--- src/design/mlp_pkg.sv ---
// Shared types, constants and fixed-point helpers of the two-layer perceptron unit.
// Depends on nothing; every other design file imports it.
package mlp_pkg;

  localparam int DATA_W        = 16;
  localparam int ACC_W         = 40;
  localparam int LR_W          = 13;
  localparam int HIDDEN_DEF    = 4;
  localparam int SIG_DEPTH_DEF = 256;
  localparam int ONE_Q12       = 4096;
  localparam logic [LR_W-1:0] LR_RESET = 13'd41;
  localparam longint unsigned ONE_Q30 = 64'd1 << 30;

  typedef enum logic [1:0] {
    CMD_LOAD  = 2'd0,
    CMD_INFER = 2'd1,
    CMD_TRAIN = 2'd2,
    CMD_NONE  = 2'd3
  } cmd_t;

  localparam logic CFG_MODE  = 1'b0;
  localparam logic CFG_LRATE = 1'b1;

  function automatic logic signed [DATA_W-1:0] sat16(input logic signed [ACC_W:0] v);
    if (v > 32767) begin
      return 16'sh7fff;
    end else if (v < -32768) begin
      return 16'sh8000;
    end
    return v[DATA_W-1:0];
  endfunction

  // Round a Q16.24 sum to Q4.12 (floor of v/4096 + 1/2) and saturate.
  function automatic logic signed [DATA_W-1:0] rsat(input logic signed [ACC_W-1:0] v);
    logic signed [ACC_W:0] t;
    t = $signed({v[ACC_W-1], v}) + $signed((ACC_W+1)'(2048));
    return sat16(t >>> 12);
  endfunction

  // e^(-a) in Q30 for a in Q12; used only to build the sigmoid table.
  function automatic longint unsigned exp_neg_q30(input longint unsigned a);
    longint unsigned b, b2, b3, b4, e;
    b  = a << 10;
    b2 = (b * b) >> 30;
    b3 = (b2 * b) >> 30;
    b4 = (b3 * b) >> 30;
    e  = (ONE_Q30 + b2 / 2 + b4 / 24) - b - b3 / 6;
    for (int k = 0; k < 8; k++) begin
      e = (e * e + (ONE_Q30 >> 1)) >> 30;
    end
    return e;
  endfunction

endpackage

--- src/design/mlp_act.sv ---
// Activation unit: sigmoid and sigmoid-derivative tables with a registered read, plus ReLU.
// Depends on mlp_pkg.
module mlp_act #(
  parameter int SigDepth = mlp_pkg::SIG_DEPTH_DEF
) (
  input  logic                                clk,
  input  logic                                ld,
  input  logic                                mode,
  input  logic signed [mlp_pkg::DATA_W-1:0]   z,
  output logic signed [mlp_pkg::DATA_W-1:0]   z_q,
  output logic signed [mlp_pkg::DATA_W-1:0]   a,
  output logic signed [mlp_pkg::DATA_W-1:0]   d
);
  import mlp_pkg::*;

  localparam int IdxW = $clog2(SigDepth);

  logic [12:0]        sig_rom [SigDepth];
  logic [10:0]        drv_rom [SigDepth];
  logic [12:0]        s_q;
  logic [10:0]        ds_q;
  logic [31:0]        scaled;
  logic [IdxW-1:0]    idx;

  for (genvar k = 0; k < SigDepth; k++) begin : g_rom
    localparam longint C = longint'(((2 * k + 1) * 65536) / (2 * SigDepth)) - 64'sd32768;
    localparam longint unsigned MAG = (C < 0) ? longint'(-C) : longint'(C);
    localparam longint unsigned DEN = ONE_Q30 + exp_neg_q30(MAG);
    localparam longint unsigned S   = ((64'd4096 << 30) + (DEN >> 1)) / DEN;
    localparam longint unsigned V   = (C < 0) ? (64'd4096 - S) : S;
    localparam longint unsigned D   = (V * (64'd4096 - V) + 64'd2048) >> 12;
    assign sig_rom[k] = 13'(V);
    assign drv_rom[k] = 11'(D);
  end

  // Offset z into the unsigned range and scale it onto the table bins.
  assign scaled = 32'({~z[DATA_W-1], z[DATA_W-2:0]}) * 32'(SigDepth);
  assign idx    = scaled[16 +: IdxW];

  always_ff @(posedge clk) begin
    if (ld) begin
      z_q  <= z;
      s_q  <= sig_rom[idx];
      ds_q <= drv_rom[idx];
    end
  end

  always_comb begin
    if (mode) begin
      a = (z_q > 0) ? z_q : '0;
      d = (z_q > 0) ? 16'(ONE_Q12) : '0;
    end else begin
      a = $signed({3'b000, s_q});
      d = $signed({5'b00000, ds_q});
    end
  end

endmodule

--- src/design/mlp_infer_and_sgd_train_unit.sv ---
// Top level of the two-layer perceptron: sequencer, shared multiply-accumulate,
// parameter memory and hidden-layer scratch memory. Depends on mlp_pkg and mlp_act.

// All weights and biases live in one single-port parameter memory and every product goes
// through one multiply-accumulate. A load or an unused command is answered from idle, an
// inference runs one forward pass and a training step two forward passes and the updates,
// one read-modify-write per output parameter and one per hidden parameter for each output.
// After reset a clearing pass sets the weights to zero and the biases to one; busy is high
// meanwhile. A result is shown for one cycle on out_valid and must be taken then;
// configuration is to be written by the user only while busy is low; not enforced here.
module mlp_infer_and_sgd_train_unit #(
  parameter int Hidden   = mlp_pkg::HIDDEN_DEF,
  parameter int SigDepth = mlp_pkg::SIG_DEPTH_DEF
) (
  input  logic                                clk,
  input  logic                                rst_n,
  input  logic                                start,
  output logic                                busy,
  input  logic [1:0]                          in_cmd,
  input  logic signed [mlp_pkg::DATA_W-1:0]   in_x_first,
  input  logic signed [mlp_pkg::DATA_W-1:0]   in_x_second,
  input  logic signed [mlp_pkg::DATA_W-1:0]   in_target_first,
  input  logic signed [mlp_pkg::DATA_W-1:0]   in_target_second,
  input  logic [4:0]                          in_param_index,
  input  logic signed [mlp_pkg::DATA_W-1:0]   in_param_value,
  output logic                                out_valid,
  output logic signed [mlp_pkg::DATA_W-1:0]   out_y_first,
  output logic signed [mlp_pkg::DATA_W-1:0]   out_y_second,
  input  logic                                cfg_we,
  input  logic                                cfg_index,
  input  logic [mlp_pkg::LR_W-1:0]            cfg_data
);
  import mlp_pkg::*;

  localparam int NSlots = 5 * Hidden + 2;
  localparam int SlotW  = $clog2(NSlots);
  localparam int HIdxW  = (Hidden > 1) ? $clog2(Hidden) : 1;
  localparam int OwBase = 2 * Hidden;
  localparam int HbBase = 4 * Hidden;
  localparam int ObBase = 5 * Hidden;

  typedef enum logic [4:0] {
    S_CLR, S_IDLE,
    S_H_RD0, S_H_M0, S_H_RD1, S_H_M1, S_H_RDB, S_H_MB, S_H_Z, S_H_A,
    S_O_RDB, S_O_MB, S_O_RD, S_O_M, S_O_Z, S_O_A,
    S_T0, S_T1, S_T2,
    S_U_RD, S_U_G, S_U_L, S_U_W,
    S_V_RD, S_V_M, S_V_P, S_V_D, S_V_Z
  } state_t;

  typedef enum logic [1:0] {K_OW, K_OB, K_HW, K_HB} kind_t;

  state_t state_r, state_nxt;
  kind_t  kind_r, kind_nxt;

  logic [HIdxW-1:0] h_r, h_nxt;
  logic             j_r, j_nxt, o_r, o_nxt, fo_r, fo_nxt;
  logic [SlotW-1:0] clr_r, clr_nxt;
  logic [1:0]       cmd_r, cmd_nxt;
  logic             mode_r;
  logic [LR_W-1:0]  lr_r;
  logic             out_valid_r, out_valid_nxt;

  logic signed [DATA_W-1:0] x0_r, x0_nxt, x1_r, x1_nxt, t0_r, t0_nxt, t1_r, t1_nxt;
  logic signed [DATA_W-1:0] p_r, p_nxt, dz_r, dz_nxt, dz1_r, dz1_nxt, dp1_r, dp1_nxt;
  logic signed [DATA_W-1:0] z2_r [2];
  logic signed [DATA_W-1:0] a2_r [2];
  logic signed [DATA_W-1:0] z2_nxt [2];
  logic signed [DATA_W-1:0] a2_nxt [2];
  logic signed [DATA_W-1:0] y0_r, y0_nxt, y1_r, y1_nxt;
  logic signed [ACC_W-1:0]  acc_r, acc_nxt;

  // Parameter memory and hidden scratch memory (z1 in the upper half, a1 in the lower).
  logic signed [DATA_W-1:0] pmem [NSlots];
  logic signed [DATA_W-1:0] pq;
  logic [SlotW-1:0]         paddr;
  logic                     pwe;
  logic signed [DATA_W-1:0] pwdata;
  logic [2*DATA_W-1:0]      smem [Hidden];
  logic [2*DATA_W-1:0]      sq;
  logic                     swe;

  logic [SlotW-1:0] a_hw, a_ow, a_ow_fo, a_hb, a_ob, a_ob_fo, a_upd;
  logic             h_last;

  logic signed [16:0]       ma, mb;
  logic signed [33:0]       prod;
  logic                     mac_en, mac_clr;
  logic signed [DATA_W-1:0] g_acc, a1, z1, asel, tsel, dpred;
  logic signed [17:0]       dd;
  logic signed [DATA_W:0]   diff;

  logic                     act_ld;
  logic signed [DATA_W-1:0] act_z, act_zq, act_a, act_d;

  mlp_act #(
    .SigDepth (SigDepth)
  ) u_act (
    .clk  (clk),
    .ld   (act_ld),
    .mode (mode_r),
    .z    (act_z),
    .z_q  (act_zq),
    .a    (act_a),
    .d    (act_d)
  );

  assign a_hw    = SlotW'(2 * int'(h_r) + int'(j_r));
  assign a_ow    = SlotW'(OwBase + (o_r ? Hidden : 0) + int'(h_r));
  assign a_ow_fo = SlotW'(OwBase + (fo_r ? Hidden : 0) + int'(h_r));
  assign a_hb    = SlotW'(HbBase + int'(h_r));
  assign a_ob    = SlotW'(ObBase + int'(o_r));
  assign a_ob_fo = SlotW'(ObBase + int'(fo_r));
  assign h_last  = (h_r == HIdxW'(Hidden - 1));

  always_comb begin
    case (kind_r)
      K_OW:    a_upd = a_ow;
      K_OB:    a_upd = a_ob;
      K_HW:    a_upd = a_hw;
      K_HB:    a_upd = a_hb;
      default: a_upd = a_ob;
    endcase
  end

  assign prod  = ma * mb;
  assign g_acc = rsat(acc_r);
  assign a1    = $signed(sq[DATA_W-1:0]);
  assign z1    = $signed(sq[2*DATA_W-1:DATA_W]);
  assign asel  = o_r ? a2_r[1] : a2_r[0];
  assign tsel  = o_r ? t1_r : t0_r;
  assign dd    = $signed({asel[DATA_W-1], asel, 1'b0}) - $signed({tsel[DATA_W-1], tsel, 1'b0});
  assign dpred = sat16($signed({{(ACC_W-17){dd[17]}}, dd}));
  assign diff  = $signed({p_r[DATA_W-1], p_r}) - $signed({g_acc[DATA_W-1], g_acc});

  always_comb begin
    state_nxt     = state_r;
    kind_nxt      = kind_r;
    h_nxt         = h_r;
    j_nxt         = j_r;
    o_nxt         = o_r;
    fo_nxt        = fo_r;
    clr_nxt       = clr_r;
    cmd_nxt       = cmd_r;
    x0_nxt        = x0_r;
    x1_nxt        = x1_r;
    t0_nxt        = t0_r;
    t1_nxt        = t1_r;
    p_nxt         = p_r;
    dz_nxt        = dz_r;
    dz1_nxt       = dz1_r;
    dp1_nxt       = dp1_r;
    z2_nxt        = z2_r;
    a2_nxt        = a2_r;
    y0_nxt        = y0_r;
    y1_nxt        = y1_r;
    out_valid_nxt = 1'b0;
    mac_en        = 1'b0;
    mac_clr       = 1'b0;
    ma            = '0;
    mb            = '0;
    paddr         = a_hw;
    pwe           = 1'b0;
    pwdata        = '0;
    swe           = 1'b0;
    act_ld        = 1'b0;
    act_z         = g_acc;

    case (state_r)
      S_CLR: begin
        pwe    = 1'b1;
        paddr  = clr_r;
        pwdata = (int'(clr_r) >= HbBase) ? 16'(ONE_Q12) : '0;
        if (clr_r == SlotW'(NSlots - 1)) begin
          state_nxt = S_IDLE;
        end else begin
          clr_nxt = clr_r + 1'b1;
        end
      end
      S_IDLE: begin
        if (start) begin
          cmd_nxt = in_cmd;
          x0_nxt  = in_x_first;
          x1_nxt  = in_x_second;
          t0_nxt  = in_target_first;
          t1_nxt  = in_target_second;
          h_nxt   = '0;
          j_nxt   = 1'b0;
          o_nxt   = 1'b0;
          fo_nxt  = 1'b0;
          case (in_cmd)
            CMD_INFER, CMD_TRAIN: begin
              state_nxt = S_H_RD0;
            end
            CMD_LOAD: begin
              if (32'(in_param_index) < 32'(NSlots)) begin
                pwe    = 1'b1;
                paddr  = SlotW'(in_param_index);
                pwdata = in_param_value;
              end
              y0_nxt        = '0;
              y1_nxt        = '0;
              out_valid_nxt = 1'b1;
            end
            default: begin
              y0_nxt        = '0;
              y1_nxt        = '0;
              out_valid_nxt = 1'b1;
            end
          endcase
        end
      end
      S_H_RD0: begin
        paddr     = a_hw;
        state_nxt = S_H_M0;
      end
      S_H_M0: begin
        ma        = {x0_r[DATA_W-1], x0_r};
        mb        = {pq[DATA_W-1], pq};
        mac_en    = 1'b1;
        mac_clr   = 1'b1;
        j_nxt     = 1'b1;
        state_nxt = S_H_RD1;
      end
      S_H_RD1: begin
        paddr     = a_hw;
        state_nxt = S_H_M1;
      end
      S_H_M1: begin
        ma        = {x1_r[DATA_W-1], x1_r};
        mb        = {pq[DATA_W-1], pq};
        mac_en    = 1'b1;
        j_nxt     = 1'b0;
        state_nxt = S_H_RDB;
      end
      S_H_RDB: begin
        paddr     = a_hb;
        state_nxt = S_H_MB;
      end
      S_H_MB: begin
        ma        = {pq[DATA_W-1], pq};
        mb        = 17'(ONE_Q12);
        mac_en    = 1'b1;
        state_nxt = S_H_Z;
      end
      S_H_Z: begin
        act_ld    = 1'b1;
        state_nxt = S_H_A;
      end
      S_H_A: begin
        swe = 1'b1;
        if (h_last) begin
          h_nxt     = '0;
          state_nxt = S_O_RDB;
        end else begin
          h_nxt     = h_r + 1'b1;
          state_nxt = S_H_RD0;
        end
      end
      S_O_RDB: begin
        paddr     = a_ob_fo;
        state_nxt = S_O_MB;
      end
      S_O_MB: begin
        ma        = {pq[DATA_W-1], pq};
        mb        = 17'(ONE_Q12);
        mac_en    = 1'b1;
        mac_clr   = 1'b1;
        h_nxt     = '0;
        state_nxt = S_O_RD;
      end
      S_O_RD: begin
        paddr     = a_ow_fo;
        state_nxt = S_O_M;
      end
      S_O_M: begin
        ma     = {a1[DATA_W-1], a1};
        mb     = {pq[DATA_W-1], pq};
        mac_en = 1'b1;
        if (h_last) begin
          h_nxt     = '0;
          state_nxt = S_O_Z;
        end else begin
          h_nxt     = h_r + 1'b1;
          state_nxt = S_O_RD;
        end
      end
      S_O_Z: begin
        act_ld    = 1'b1;
        state_nxt = S_O_A;
      end
      S_O_A: begin
        z2_nxt[fo_r] = act_zq;
        a2_nxt[fo_r] = act_a;
        if (!fo_r) begin
          fo_nxt    = 1'b1;
          state_nxt = S_O_RDB;
        end else if (cmd_r == CMD_INFER) begin
          y0_nxt        = a2_r[0];
          y1_nxt        = act_a;
          out_valid_nxt = 1'b1;
          state_nxt     = S_IDLE;
        end else begin
          // The result of a training step comes from its first forward pass.
          if (!o_r) begin
            y0_nxt = a2_r[0];
            y1_nxt = act_a;
          end
          state_nxt = S_T0;
        end
      end
      S_T0: begin
        act_ld    = 1'b1;
        act_z     = o_r ? z2_r[1] : z2_r[0];
        state_nxt = S_T1;
      end
      S_T1: begin
        ma        = {dpred[DATA_W-1], dpred};
        mb        = {act_d[DATA_W-1], act_d};
        mac_en    = 1'b1;
        mac_clr   = 1'b1;
        state_nxt = S_T2;
      end
      S_T2: begin
        dz_nxt    = g_acc;
        h_nxt     = '0;
        kind_nxt  = K_OW;
        state_nxt = S_U_RD;
      end
      S_U_RD: begin
        paddr     = a_upd;
        state_nxt = S_U_G;
      end
      S_U_G: begin
        p_nxt   = pq;
        mac_en  = 1'b1;
        mac_clr = 1'b1;
        case (kind_r)
          K_OW: begin
            ma = {dz_r[DATA_W-1], dz_r};
            mb = {a1[DATA_W-1], a1};
          end
          K_OB: begin
            ma = {dz_r[DATA_W-1], dz_r};
            mb = 17'(ONE_Q12);
          end
          K_HW: begin
            ma = {dz1_r[DATA_W-1], dz1_r};
            mb = j_r ? {x1_r[DATA_W-1], x1_r} : {x0_r[DATA_W-1], x0_r};
          end
          default: begin
            ma = {dz1_r[DATA_W-1], dz1_r};
            mb = 17'(ONE_Q12);
          end
        endcase
        state_nxt = S_U_L;
      end
      S_U_L: begin
        ma        = {4'b0000, lr_r};
        mb        = {g_acc[DATA_W-1], g_acc};
        mac_en    = 1'b1;
        mac_clr   = 1'b1;
        state_nxt = S_U_W;
      end
      S_U_W: begin
        pwe    = 1'b1;
        paddr  = a_upd;
        pwdata = sat16($signed({{(ACC_W-DATA_W){diff[DATA_W]}}, diff}));
        case (kind_r)
          K_OW: begin
            if (h_last) begin
              h_nxt    = '0;
              kind_nxt = K_OB;
            end else begin
              h_nxt = h_r + 1'b1;
            end
            state_nxt = S_U_RD;
          end
          K_OB: begin
            h_nxt     = '0;
            state_nxt = S_V_RD;
          end
          K_HW: begin
            if (!j_r) begin
              j_nxt = 1'b1;
            end else begin
              j_nxt    = 1'b0;
              kind_nxt = K_HB;
            end
            state_nxt = S_U_RD;
          end
          default: begin
            if (!h_last) begin
              h_nxt     = h_r + 1'b1;
              state_nxt = S_V_RD;
            end else if (!o_r) begin
              o_nxt     = 1'b1;
              h_nxt     = '0;
              fo_nxt    = 1'b0;
              state_nxt = S_H_RD0;
            end else begin
              out_valid_nxt = 1'b1;
              state_nxt     = S_IDLE;
            end
          end
        endcase
      end
      S_V_RD: begin
        // Reads the output weight just updated for this output.
        paddr     = a_ow;
        state_nxt = S_V_M;
      end
      S_V_M: begin
        ma        = {pq[DATA_W-1], pq};
        mb        = {dz_r[DATA_W-1], dz_r};
        mac_en    = 1'b1;
        mac_clr   = 1'b1;
        act_ld    = 1'b1;
        act_z     = z1;
        state_nxt = S_V_P;
      end
      S_V_P: begin
        dp1_nxt   = g_acc;
        state_nxt = S_V_D;
      end
      S_V_D: begin
        ma        = {dp1_r[DATA_W-1], dp1_r};
        mb        = {act_d[DATA_W-1], act_d};
        mac_en    = 1'b1;
        mac_clr   = 1'b1;
        state_nxt = S_V_Z;
      end
      S_V_Z: begin
        dz1_nxt   = g_acc;
        j_nxt     = 1'b0;
        kind_nxt  = K_HW;
        state_nxt = S_U_RD;
      end
      default: begin
        state_nxt = S_IDLE;
      end
    endcase

    if (mac_en) begin
      acc_nxt = (mac_clr ? '0 : acc_r) + $signed({{(ACC_W-34){prod[33]}}, prod});
    end else begin
      acc_nxt = acc_r;
    end
  end

  always_ff @(posedge clk) begin
    if (pwe) begin
      pmem[paddr] <= pwdata;
    end
    pq <= pmem[paddr];
  end

  always_ff @(posedge clk) begin
    if (swe) begin
      smem[h_r] <= {act_zq, act_a};
    end
    sq <= smem[h_r];
  end

  always_ff @(posedge clk) begin
    if (!rst_n) begin
      state_r     <= S_CLR;
      clr_r       <= '0;
      out_valid_r <= 1'b0;
      kind_r      <= K_OW;
      h_r         <= '0;
      j_r         <= 1'b0;
      o_r         <= 1'b0;
      fo_r        <= 1'b0;
      cmd_r       <= CMD_NONE;
    end else begin
      state_r     <= state_nxt;
      clr_r       <= clr_nxt;
      out_valid_r <= out_valid_nxt;
      kind_r      <= kind_nxt;
      h_r         <= h_nxt;
      j_r         <= j_nxt;
      o_r         <= o_nxt;
      fo_r        <= fo_nxt;
      cmd_r       <= cmd_nxt;
    end
    x0_r  <= x0_nxt;
    x1_r  <= x1_nxt;
    t0_r  <= t0_nxt;
    t1_r  <= t1_nxt;
    p_r   <= p_nxt;
    dz_r  <= dz_nxt;
    dz1_r <= dz1_nxt;
    dp1_r <= dp1_nxt;
    z2_r  <= z2_nxt;
    a2_r  <= a2_nxt;
    y0_r  <= y0_nxt;
    y1_r  <= y1_nxt;
    acc_r <= acc_nxt;
  end

  always_ff @(posedge clk) begin
    if (!rst_n) begin
      mode_r <= 1'b0;
      lr_r   <= LR_RESET;
    end else if (cfg_we) begin
      if (cfg_index == CFG_MODE) begin
        mode_r <= cfg_data[0];
      end else begin
        lr_r <= cfg_data;
      end
    end
  end

  assign busy         = (state_r != S_IDLE);
  assign out_valid    = out_valid_r;
  assign out_y_first  = y0_r;
  assign out_y_second = y1_r;

`ifndef SYNTHESIS
  a_result_only_when_idle : assert property (@(posedge clk) disable iff (!rst_n)
    out_valid_r |-> (state_r == S_IDLE))
    else $error("result beat shown while an item is still in progress");

  a_write_only_in_update : assert property (@(posedge clk) disable iff (!rst_n)
    pwe |-> (state_r == S_CLR || state_r == S_IDLE || state_r == S_U_W))
    else $error("parameter memory written outside a load, clear or update step");

  a_load_answers_next : assert property (@(posedge clk) disable iff (!rst_n)
    (start && !busy && in_cmd == CMD_LOAD) |=> (out_valid_r && out_y_first == 0))
    else $error("load did not give a zero result beat in the next cycle");
`endif

endmodule
--- config.mk ---
export PLATFORM = sky130hd
export DESIGN_NAME = mlp_infer_and_sgd_train_unit
export DESIGN_NICKNAME = d
export VERILOG_FILES = /design/src/design/mlp_pkg.sv /design/src/design/mlp_act.sv /design/src/design/mlp_infer_and_sgd_train_unit.sv
export SDC_FILE = /design/constraint.sdc
export NUM_CORES = 2
export LEC_CHECK = 0
export BUFFER_PORTS_ARGS = -buffer_cell sky130_fd_sc_hd__buf_2
export CORE_UTILIZATION = 40
export DETAILED_ROUTE_END_ITERATION = 7
export PLACE_DENSITY = 0.65
export SLEW_MARGIN = 20
export SYNTH_ARGS = -nofsm -noshare
export SYNTH_HDL_FRONTEND = slang
export SYNTH_SLANG_ARGS = --single-unit
--- constraint.sdc ---
create_clock -name clk -period 17.65 [get_ports clk]
set_input_delay 0.8825 -clock clk [delete_from_list [all_inputs] [get_ports clk]]
set_output_delay 0.8825 -clock clk [all_outputs]
set_load 0.02 [all_outputs]
==> metrics.md <==
| Metric | Value |
|---|---|
| Detailed Route Iter0 Violations | `5061` |
| WL final | `171 mm` |
| Number of synthesized flops with an enable pin | `783` |
| Slew Limit Fails | `0` |
| Worst Hold Class | `input pin to flop` |
| Max incr delay on CP | `0.86 ns` |
| Period utilisation layout | `0.791` |
| H-Tree Depth | `3` |
| Final WS setup | `3.69 ns` |
| Core area | `132000 µm²` |
| Clock latency on the worst-skew pair | `0.73 ns` |
| Leak pwr | `22.5 nW` |
| First-pass GRT wire length | `256 mm` |
| CP Max Fanout | `43` |
| Starting Density | `0.405` |
| Gate Count Post-Synth | `4912` |
| Main combinational cell family by area after synthesis | `adder cells` |
| Combinational share of power | `0.038` |
| Mapped Area | `53500 µm²` |
| Height of the die | `368 µm` |
| Sw Share | `0.228` |
| Ys Warns | `0` |
| Area share of and/or/nand/nor cells after synthesis | `0.123` |
| CP delay by family, top | `compound AO/OA/AOI/OAI gates` |
| Clk_skew | `0.0549 ns` |
| Startpoint Class | `flop` |
| Commonest non-fill, non-tap cell in the layout | `edfxtp_1` |
| Multi-input gate area | `25800 µm²` |
| Worst Path Buf+Inv | `6` |
| Worst setup EP type | `flop` |
| Reg-to-reg slack, setup | `3.69 ns` |
| Gr ovfl total | `0` |
| Area delta synth->final | `11.5%` |
| Placed cell areas | `56600 µm²` |
| Post-CTS Setup Bufs | `0` |
| Asr flop ratio synth | `0` |
| Synth cell types | `96` |
| Die ar. | `135000 µm²` |
| Largest net degree at the start of global routing | `88` |
| Maximum vdd drop | `0.100 mV` |
| Flop pwr share | `0.519` |
| Via count | `40500` |
| # rows | `133` |
| Unrepaired setup endpoints after global routing | `no` |
| Routed vias/inst | `5.92` |
| Layout cells sized above 1 | `0.108` |
| Seq cells post-synth | `865` |
| Clock Sinks | `865` |
| Predominant post-synthesis flop cell | `edfxtp_1` |
| Min Tclk post-route | `13.96 ns` |
| CTS Hold Bufs | `0` |
| Commonest non-fill, non-tap cells in the layout | `edfxtp_1 (783), nand2_1 (511), inv_1 (436), nor2_1 (403), fa_1 (290)` |
| IO buf count | `138` |
| Run status | `complete, no violations` |
| Initial antenna violation count | `3` |
| Final hold vios | `0` |
| Die span in x | `368 µm` |
| Root buf cell | `clkbuf_16` |
| Worst path required time | `18.09 ns` |
| Final HPWL DP | `121 mm` |
| Reg clk slew, reported paths | `0.06 ns` |
| GPL Wtd Cong | `0.988` |
| Max clock buf depth | `3` |
| Drt first pass iters | `6` |
| Pwr/cell area | `73.2 nW/µm²` |
| DRT antenna net count | `0` |
| GRT Util Overall | `0.250` |
| Avg Cell Area, Syn | `10.9 µm²` |
| Seq/Total Area, Yosys | `0.470` |
| Slew margin rel. | `0.224` |
| CTS buffer count | `91` |
| Fillcell total | `12100` |
| XOR/XNOR share of the synthesized area | `0.0198` |
| Reg area | `25200 µm²` |
| DRC violations left | `0` |
| Critical path type | `flop to flop` |
| CTS tree | `yes` |
| Internal | `3.37 mW` |
| Worst-Margin Slew | `1.13 ns` |
| Synth Area in Adders | `0.153` |
| Finished Cell Area | `59600 µm²` |
| Number of max-cap violations | `0` |
| Post-synthesis mux area share | `0.0339` |
| Worst path arrival time | `14.40 ns` |
| Clk pwr share | `0.442` |
| Net switching power | `0.995 mW` |
| Setup TNS Final | `0 ns` |
| Slowest stage cell, crit path | `a21oi_1` |
| Peak Freq | `71.6 MHz` |
| Final nets | `5594` |
| Place WS | `3.91 ns` |
| Vias in the first global route | `39000` |
| IO Pins | `139` |
| Post-CTS Resized | `0` |
| Drt wl/cell | `25.0 µm` |
| Compound-cell area share of the yosys netlist | `0.148` |
| Tot Pwr | `4.36 mW` |
| Final Core Density | `0.452` |
| Final Setup Violations | `0` |
==> cell usage after synthesis, types with 24 or more instances <==
| master | n | share of area |
|---|---|---|
| buf_2 | 31 | 0.0029 |
| o31ai_1 | 28 | 0.0039 |
| a221oi_1 | 44 | 0.0072 |
| nand2b_1 | 33 | 0.0039 |
| xnor2_1 | 78 | 0.013 |
| dfxtp_1 | 82 | 0.031 |
| a211oi_1 | 128 | 0.018 |
| o211ai_1 | 29 | 0.0041 |
| a31oi_1 | 27 | 0.0032 |
| nand2_1 | 511 | 0.036 |
| nor3_1 | 65 | 0.0061 |
| inv_1 | 437 | 0.031 |
| mux4_2 | 32 | 0.013 |
| mux2i_1 | 89 | 0.017 |
| edfxtp_1 | 783 | 0.44 |
| nor2b_1 | 24 | 0.0028 |
| nor2_1 | 408 | 0.029 |
| and2_1 | 169 | 0.020 |
| a21o_1 | 49 | 0.0069 |
| clkbuf_1 | 211 | 0.015 |
| a22oi_1 | 31 | 0.0044 |
| ha_1 | 188 | 0.044 |
| xor2_1 | 43 | 0.0070 |
| a21oi_1 | 208 | 0.019 |
| fa_1 | 290 | 0.11 |
| o21ai_0 | 239 | 0.022 |
| nand3_1 | 92 | 0.0086 |
| a311oi_1 | 93 | 0.015 |
| buf_1 | 30 | 0.0021 |
| o21a_1 | 24 | 0.0034 |
==> logic make-up after synthesis <==
kind of cell             count (synthesis)
XOR/XNOR                               121
multiplexers                           139
flip-flops                             865
adder cells (fa/ha/maj)                479
AO/OA/AOI/OAI                         1147
AND/OR/NAND/NOR                       1441
buffers and inverters                  719
other                                    1
==> flip-flops by register name (all words and copies together), names as in the netlist, 12 cells and up <==
name,cells
a2_r,32
smem,128
pmem,352
acc_r,40
out_y_first,16
lr_r,13
z2_r,32
dp1_r,16
x1_r,16
out_y_second,16
p_r,16
x0_r,16
u_act.s_q,12
dz_r,16
sq,32
t1_r,16
t0_r,16
u_act.z_q,16
pq,16
dz1_r,16
==> power groups by stage <==
| stage | clock [mW] | combinational [mW] | sequential, mW |
|---|---|---|---|
| after global routing | 2.03 | 0.182 | 2.27 |
| final | 1.93 | 0.168 | 2.27 |
| after global placement | 0 | 0.164 | 2.31 |
| after floorplan | 0 | 0.0997 | 2.28 |
| after detailed placement | 0 | 0.166 | 2.31 |
| after CTS | 1.96 | 0.167 | 2.26 |
==> worst paths after layout <==
kind	start	endpoint	cells past startpoint
worst max-delay path	o_r	acc_r[38]	49
worst min-delay path	in_x_first[2]	x0_r[2]	1
worst max register to register	o_r	acc_r[38]	49
worst min register to register	lr_r[7]	lr_r[7]	2
==> cell type report <==
| type | instances | area share |
|---|---|---|
| inverter | 444 | 0.0280 |
| tap | 1755 | 0.0368 |
| clock buffer | 123 | 0.0419 |
| clock inverter | 44 | 0.00900 |
| timing repair buffer | 275 | 0.0294 |
| multi-input combinational | 3334 | 0.433 |
| antenna | 1 | 0.0000420 |
| sequential | 865 | 0.422 |
==> metal layers <==
layer  GRT usage  share of wire  vias up
met1       0.358           0.42    20100
met5           0       0.000041        -
met4      0.0919          0.040        2
met3      0.0466          0.095      339
met2       0.376           0.44     2127
li1            -              -    17900
==> stage by stage <==
| stage | hold slack, ns | instances |
|---|---|---|
| floorplan | 0.430 | 4918 |
| global placement | 0.454 | 6671 |
| detailed placement | 0.461 | 6672 |
| CTS | 0.288 | 6839 |
| global route | 0.312 | 6841 |
| finish | 0.340 | 6841 |
No activity file was read; power rests on OpenSTA's default activity.
